### config.mk
export PLATFORM = sky130hd
export DESIGN_NAME = idw_front
export DESIGN_NICKNAME = d
export VERILOG_FILES = /design/src/hw/rtl/idw_pkg.sv /design/src/hw/rtl/idw_front.sv
export SDC_FILE = /design/constraint.sdc
export NUM_CORES = 1
export LEC_CHECK = 0
export BUFFER_PORTS_ARGS = -buffer_cell sky130_fd_sc_hd__clkbuf_2
export CAP_MARGIN = 20
export CORE_MARGIN = 3
export CORE_UTILIZATION = 50
export DETAILED_ROUTE_END_ITERATION = 8
export GPL_TIMING_DRIVEN = 0
export PLACE_DENSITY = 0.74
export SYNTH_ARGS = -nofsm -noshare
export SYNTH_HDL_FRONTEND = slang
export SYNTH_SLANG_ARGS = --single-unit
### constraint.sdc
create_clock -name i_clk -period 4.4 [get_ports i_clk]
set_input_delay 0.88 -clock i_clk [delete_from_list [all_inputs] [get_ports i_clk]]
set_output_delay 0.88 -clock i_clk [all_outputs]
set_load 0.01 [all_outputs]
### src/hw/rtl/idw_pkg.sv
package idw_pkg;

    localparam logic [1:0] OP_WR_VAL   = 2'd0;
    localparam logic [1:0] OP_WR_COORD = 2'd1;
    localparam logic [1:0] OP_QUERY    = 2'd2;

    localparam logic REG_STEP_SIZE = 1'b0;
    localparam logic REG_ORIGIN    = 1'b1;

    localparam logic [30:0] STEP_RESET   = 31'd65536;
    localparam logic [31:0] ORIGIN_RESET = 32'd0;

    localparam int QD = 4;
    localparam int PW = $clog2(QD);

    typedef enum logic [1:0] {
        K_NONE,
        K_WR_VAL,
        K_WR_COORD,
        K_QUERY
    } t_kind;

    typedef struct packed {
        t_kind       kind;
        logic [5:0]  row;
        logic [5:0]  col;
        logic [31:0] data;
        logic [31:0] r;
        logic [31:0] r0;
    } t_item;

endpackage

### src/hw/rtl/idw_front.sv
module idw_front import idw_pkg::*; #(
    parameter int GRID = 64
) (
    input  logic        i_clk,
    input  logic        i_rst_n,
    input  logic        i_valid,
    output logic        o_ready,
    input  logic [1:0]  i_op,
    input  logic [5:0]  i_row,
    input  logic [5:0]  i_col,
    input  logic [31:0] i_data,
    input  logic [31:0] i_r,
    input  logic [31:0] i_r0,
    output logic        o_valid,
    output t_item       o_item,
    input  logic        i_pop
);

    t_item         r_mem [QD];
    logic [PW-1:0] r_wp;
    logic [PW-1:0] r_rp;
    logic [PW:0]   r_cnt;
    t_kind         kind;
    logic          push;

    always_comb begin
        unique case (i_op)
            OP_WR_VAL: begin
                kind = (int'(i_row) < GRID && int'(i_col) < GRID) ? K_WR_VAL : K_NONE;
            end
            OP_WR_COORD: begin
                kind = (int'(i_col) < GRID) ? K_WR_COORD : K_NONE;
            end
            OP_QUERY: begin
                kind = K_QUERY;
            end
            default: begin
                kind = K_NONE;
            end
        endcase
    end

    assign o_ready = r_cnt != (PW + 1)'(QD);
    assign push = i_valid && o_ready && kind != K_NONE;
    assign o_valid = r_cnt != '0;
    assign o_item = r_mem[r_rp];

    always_ff @(posedge i_clk) begin
        if (push) begin
            r_mem[r_wp] <= '{kind: kind, row: i_row, col: i_col, data: i_data,
                             r: i_r, r0: i_r0};
        end
        if (!i_rst_n) begin
            r_wp <= '0;
            r_rp <= '0;
            r_cnt <= '0;
        end else begin
            if (push) begin
                r_wp <= r_wp + PW'(1);
            end
            if (i_pop) begin
                r_rp <= r_rp + PW'(1);
            end
            r_cnt <= r_cnt + (PW + 1)'(push) - (PW + 1)'(i_pop);
        end
    end

endmodule

==> impl_metrics.env, run 1 <==
export IMPL_status="completed"
export IMPL_drt_first_pass_iters=4
export IMPL_cap_violations=0
export IMPL_grt_usage_pct=17.3
export IMPL_crit_slowest_cell="clkbuf_1"
export IMPL_syn_avg_cell_area_um2=26.1
export IMPL_critPathMaxStageDelay_ns=0.64
export IMPL_ant_nets=0
export IMPL_syn_to_final_growth_pct=20.0
export IMPL_die_area_um2=34900
export IMPL_routed_via_density=5.37
export IMPL_io_pins=226
export IMPL_crit_type="reg2out"
export IMPL_rsz0062_at_grt="false"
export IMPL_cp_depth=4
export IMPL_netlist_area_um2=16400
export IMPL_gp_congestion=0.704
export IMPL_ys_warn_count=0
export IMPL_synthMuxAreaShare_pct=15.3
export IMPL_drv_slew=0
export IMPL_start_kind="register"
export IMPL_synth_xor_xnor_area_share_pct=0.214
export IMPL_vias=7340
export IMPL_hpwl_mm=18.3
export IMPL_async_reset_ff_share_pct=0
export IMPL_drt_initial_drc_count=495
export IMPL_yosys_top_cells_count="440 x edfxtp_1, 110 x mux4_2, 12 x buf_2"
export IMPL_path_max_fanout=10
export IMPL_relSlewSlack_pct=39.8
export IMPL_hold_path_class="reg2reg"
export IMPL_hold_violations=0
export IMPL_cts_resized=0
export IMPL_fin_skew_ns=0.00637
export IMPL_cts_sinks=449
export IMPL_yosys_register_bits=449
export IMPL_maxClockFrequency_mhz=300
export IMPL_min_path_cells=2
export IMPL_post_cts_buffers=0
export IMPL_cts_tree="built"
export IMPL_diodes=0
export IMPL_start_util_pct=51.3
export IMPL_synth_adder_area_share_pct=0.811
export IMPL_drive_gt1_share_pct=45.9
export IMPL_rows=65
export IMPL_synth_cell_types=20
export IMPL_period_needed_ns=3.33
export IMPL_die_y_um=187
export IMPL_overflow=0
export IMPL_setup_tns_ns=0
export IMPL_syn_nets=751
export IMPL_synth_top_area_share_pct=80.8
export IMPL_r2r_cells=12
export IMPL_grt_max_degree=57
export IMPL_synth_top_family_by_area="multiplexers"
export IMPL_min_period_over_period_pct=75.8
export IMPL_netlist_instances=627
export IMPL_htree_num_levels=2
export IMPL_clk_pin_slew_ns=0.06
export IMPL_fillers=2217
export IMPL_cts_root_buf="clkbuf_16"
export IMPL_finish_instance_area_um2=19600
export IMPL_vdd_drop_max_mv=0.368
export IMPL_grt_pass1_wl_mm=46.7
export IMPL_crit_chain="clkbuf_1 > buf_2 > mux4_2 > clkbuf_2"
export IMPL_p_per_area_nw_per_um2=505
export IMPL_avgRoutedWirePerCell_um=21.7
export IMPL_drcViolationCount=0
export IMPL_synth_compound_area_share_pct=0
export IMPL_clock_path_buffers=3
export IMPL_path_delay_family="buffers and inverters"
export IMPL_synth_edf_count=440
export IMPL_clk_latency_ns=0.52
export IMPL_dpl_instance_area_um2=18200
export IMPL_routed_wl_mm=29.6
export IMPL_cts_hold_buf=0
export IMPL_post_synth_top_area_cell="edfxtp_1"
export IMPL_cts_buffers=44
export IMPL_tightest_slew_ns=0.903
export IMPL_core_area_um2=31900
export IMPL_synthMostInstantiatedCell="edfxtp_1"
export IMPL_die_x_um=187
export IMPL_synth_seq_area_share_pct=81.9
export IMPL_antenna_found_initial=0
export IMPL_worst_setup_path_end_kind="output port"
export IMPL_synthSimpleGateAreaFrac_pct=0.689
export IMPL_io_buffers=224
export IMPL_power_leakage_nw=6.67
export IMPL_grt_pass1_vias=7967
export IMPL_yosys_most_used_dff="edfxtp_1"
export IMPL_critPathRequiredTime_ns=3.52
export IMPL_crit_buf_inv=3
export IMPL_synthTopCellsByArea="edfxtp_1 81%, mux4_2 15%, dfxtp_1 1.1%"
export IMPL_worstPathArrival_ns=2.45
export IMPL_nets=1028
export IMPL_setup_viol=0
[final timing paths]
kind         slack (ns)          to      from
min                0.50     r_wp[0]   r_wp[0]
max                1.07  o_item[10]  register
min reg2reg        0.50     r_wp[0]   r_wp[0]
max reg2reg        1.83    r_cnt[2]  r_cnt[1]
[state kept, by name (all words and copies together) (netlist names), named ones only]
| name | count |
|---|---|
| r_cnt | 3 |
| r_rp | 2 |
| r_wp | 2 |
| r_mem | 440 |
[layout make-up]
cell class | instances | area, µm² | area share [%]
clock buffer | 54 | 1160 | 5.91
timing repair buffer | 231 | 1310 | 6.66
sequential | 449 | 13400 | 68.2
multi-input combinational | 145 | 2790 | 14.2
inverter | 7 | 26.3 | 0.134
tap | 435 | 544 | 2.77
clock inverter | 21 | 253 | 1.29
buffer | 26 | 158 | 0.803
[logic make-up (layout without fill, tap and decap cells)]
group,Yosys count,after routing
XOR/XNOR,4,4
adder cells (fa/ha/maj),10,10
buffers and inverters,33,339
flip-flops,449,449
multiplexers,112,112
AND/OR/NAND/NOR,19,19
[power breakdown]
group | leakage, nW | internal [mW] | switching [mW]
Sequential | 4.08 | 5.02 | 0.0662
Combinational | 1.91 | 0.518 | 0.637
Clock | 0.679 | 2.21 | 1.46
[worst reg2reg max path, cell delays in order, from the launching register on]
cell	delay [ns]
dfxtp_1	0.35
or3b_1	0.44
and3b_1	0.20
buf_6	0.13
inv_1	0.05
ha_1	0.22
inv_1	0.06
ha_1	0.13
inv_1	0.05
fa_1	0.40
xnor2_1	0.15
xnor2_1	0.13
and2_1	0.15
[stage by stage]
stage / utilization (%) / worst slack [ns] / total power [mW] / hold WS (ns) / cells
after global placement: 56.5 / -2.13 / 6.35 / 0.482 / 1286
final: 61.6 / 1.07 / 9.91 / 0.498 / 1368
after floorplan: - / 0.000844 / 5.86 / 0.468 / 627
after global routing: 61.6 / 0.952 / 10.3 / 0.531 / 1368
after detailed placement: 57.1 / 1.31 / 6.36 / 0.495 / 1293
after CTS: 61.6 / 1.02 / 10.0 / 0.504 / 1368
[layout by cell type, fill, tap and decap left out, drive strengths merged]
master / netlist / layout
fa: 1 / 1
or3b: 1 / 1
clkbuf: 3 / 281
or3: 1 / 1
or2: 1 / 1
dfxtp: 9 / 9
edfxtp: 440 / 440
ha: 9 / 9
mux4: 110 / 110
clkinv: 0 / 12
and2: 9 / 9
mux2i: 2 / 2
xnor2: 3 / 3
nand2: 5 / 5
nor2b: 1 / 1
clkinvlp: 0 / 3
and3b: 1 / 1
buf: 23 / 30
bufinv: 0 / 6
xor2: 1 / 1
inv: 7 / 7
[metal layers]
metal	part of all wire, %	up-vias	GRT usage (%)
li1	-	3248	-
met1	41	3804	23.6
met2	49	234	27.9
met3	7.4	54	4.65
met4	2.5	0	4.86
met5	0	-	0
Power figures use the tool's default switching activity.
==> run 2: changes to the inputs <==
--- a/config.mk
+++ b/config.mk
@@ -11,7 +11,7 @@
 export CORE_UTILIZATION = 50
 export DETAILED_ROUTE_END_ITERATION = 8
 export GPL_TIMING_DRIVEN = 0
-export PLACE_DENSITY = 0.74
+export PLACE_DENSITY = 0.71
 export SYNTH_ARGS = -nofsm -noshare
 export SYNTH_HDL_FRONTEND = slang
 export SYNTH_SLANG_ARGS = --single-unit
==> constraint.sdc (replaced) <==
create_clock -name i_clk -period 3.2 [get_ports i_clk]
set_input_delay 0.64 -clock i_clk [delete_from_list [all_inputs] [get_ports i_clk]]
set_output_delay 0.64 -clock i_clk [all_outputs]
set_load 0.01 [all_outputs]
==> impl_metrics.env, run 2 (synthesis results as in run 1) <==
export IMPL_post_cts_buffers=0
export IMPL_overflow=0
export IMPL_power_leakage_nw=6.71
export IMPL_io_pins=226
export IMPL_vias=7298
export IMPL_layout_common_cells="440 x edfxtp_1, 225 x clkbuf_2, 110 x mux4_2"
export IMPL_grt_pass1_wl_mm=46.7
export IMPL_cap_violations=0
export IMPL_seqCellArea_um2=13400
export IMPL_htree_num_levels=2
export IMPL_cts_root_buf="clkbuf_16"
export IMPL_maxClockFrequency_mhz=348
export IMPL_clk_pin_slew_ns=0.06
export IMPL_period_needed_ns=2.87
export IMPL_dp_cells=1294
export IMPL_final_cells=1378
export IMPL_cts_sinks=449
export IMPL_nets=1029
export IMPL_reg_top3="r_mem x440, r_cnt x3"
export IMPL_die_x_um=187
export IMPL_largest_reg_flops=440
export IMPL_grt_usage_pct=17.4
export IMPL_use_met2_pct=28.2
export IMPL_die_area_um2=34900
export IMPL_cts_buffers=45
export IMPL_pre_cts_ws_ns=0.420
export IMPL_drt_initial_drc_count=524
export IMPL_crit_buf_inv=2
export IMPL_fillers=2240
export IMPL_min_period_over_period_pct=89.8
export IMPL_hold_path_class="in2reg"
export IMPL_hpwl_mm=18.7
export IMPL_grt_use_met3_pct=4.52
export IMPL_fin_skew_ns=0.0173
export IMPL_cts_tree="built"
export IMPL_crit_slowest_cell="dfxtp_1"
export IMPL_rows=65
export IMPL_clock_path_buffers=3
export IMPL_gr_usage_met1_pct=23.7
export IMPL_routed_via_density=5.30
export IMPL_syn_to_final_growth_pct=20.2
export IMPL_drt_first_pass_iters=4
export IMPL_routed_wl_mm=29.8
export IMPL_hold_violations=0
export IMPL_layout_setup_ws_ns=0.328
export IMPL_worstPathArrival_ns=2.23
export IMPL_tightest_slew_ns=0.692
export IMPL_grt_max_degree=47
export IMPL_drv_slew=0
export IMPL_drcViolationCount=0
export IMPL_critPathMaxStageDelay_ns=0.76
export IMPL_grt_pass1_vias=7818
export IMPL_worst_setup_path_end_kind="output port"
export IMPL_path_delay_family="flip-flops"
export IMPL_relSlewSlack_pct=53.8
export IMPL_final_common_cell="edfxtp_1"
export IMPL_grt_busiest_layer="met2"
export IMPL_start_util_pct=51.3
export IMPL_core_area_um2=31900
export IMPL_io_buffers=224
export IMPL_antenna_found_initial=4
export IMPL_gp_congestion=0.709
export IMPL_avgRoutedWirePerCell_um=21.7
export IMPL_top_register="r_mem"
export IMPL_multi_input_area_um2=2790
export IMPL_clk_latency_ns=0.53
export IMPL_p_per_area_nw_per_um2=691
export IMPL_ant_nets=0
export IMPL_vdd_drop_max_mv=0.497
export IMPL_setup_viol=0
export IMPL_crit_type="reg2out"
export IMPL_die_y_um=187
export IMPL_path_max_fanout=11
export IMPL_start_kind="register"
export IMPL_drive_gt1_share_pct=45.9
export IMPL_status="completed"
export IMPL_critPathRequiredTime_ns=2.56
export IMPL_cts_hold_buf=0
export IMPL_crit_chain="buf_2 > mux4_2 > clkbuf_2"
export IMPL_rsz0062_at_grt="false"
run 2: changes by cell type in the layout (fill, tap and decap cells not counted), sizes merged:
cell      change
buf           +1
bufinv        -3
clkbuf        +7
clkinv        +4
clkinvlp      -3
diode         +2
inv           +2
run 2: power by group:
group / internal [mW] / switching [mW]
logic: 0.721 / 0.870
registers: 6.90 / 0.0970
clock network: 2.98 / 2.02
run 2: path summary, 6_finish.rpt:
path	start	end	slack (ns)	cells after the start
hold reg to reg	r_wp[0]	r_wp[0]	0.50	2
setup reg to reg	r_cnt[1]	r_cnt[2]	0.71	12
hold / removal	i_row[2]	r_mem[1][104]	0.32	1
setup / recovery	register	o_item[16]	0.33	3
run 2: repair_timing:
| item | 4_1_cts | 5_1_grt |
|---|---|---|
| endpoints found under the setup margin | 2 | 4 |
| pin swaps | 0 | 0 |
| gates resized for setup | 0 | 2 |
run 2: per-stage QoR:
step | instance area (µm²) | setup TNS, ns | power (mW) | utilization [%] | hold slack [ns]
after floorplan | 16400 | 0 | 8.03 | - | 0.468
after global placement | 18000 | -400.86 | 8.69 | 56.5 | 0.483
after detailed placement | 18200 | 0 | 8.75 | 57.2 | 0.496
after CTS | 19700 | 0 | 13.8 | 61.7 | 0.302
after global routing | 19700 | 0 | 14.2 | 61.7 | 0.309
final | 19700 | 0 | 13.6 | 61.7 | 0.323
run 2: routing by layer:
layer / vias to the layer above / part of all wire [%]
met5: - / 0.077
li1: 3257 / -
met4: 4 / 2.5
met3: 53 / 6.9
met2: 232 / 49
met1: 3752 / 41
run 2: worst reg2reg max path, stage by stage, from the launching register on:
cell and delay, ns:
dfxtp_1 0.36, or3b_1 0.40, and3b_1 0.18, buf_6 0.13, inv_1 0.05, ha_1 0.21, inv_1 0.06, ha_1 0.13
inv_1 0.05, fa_1 0.40, xnor2_1 0.14, xnor2_1 0.12, and2_1 0.16
run 2: area by class of cell:
class | instances | share of cell area (%)
Sequential cell | 449 | 68.1
Buffer | 25 | 0.789
Clock buffer | 62 | 6.37
Antenna cell | 2 | 0.0255
Inverter | 7 | 0.134
Tap cell | 435 | 2.77
Clock inverter | 21 | 0.891
Timing Repair Buffer | 232 | 6.74
Multi-Input combinational cell | 145 | 14.2
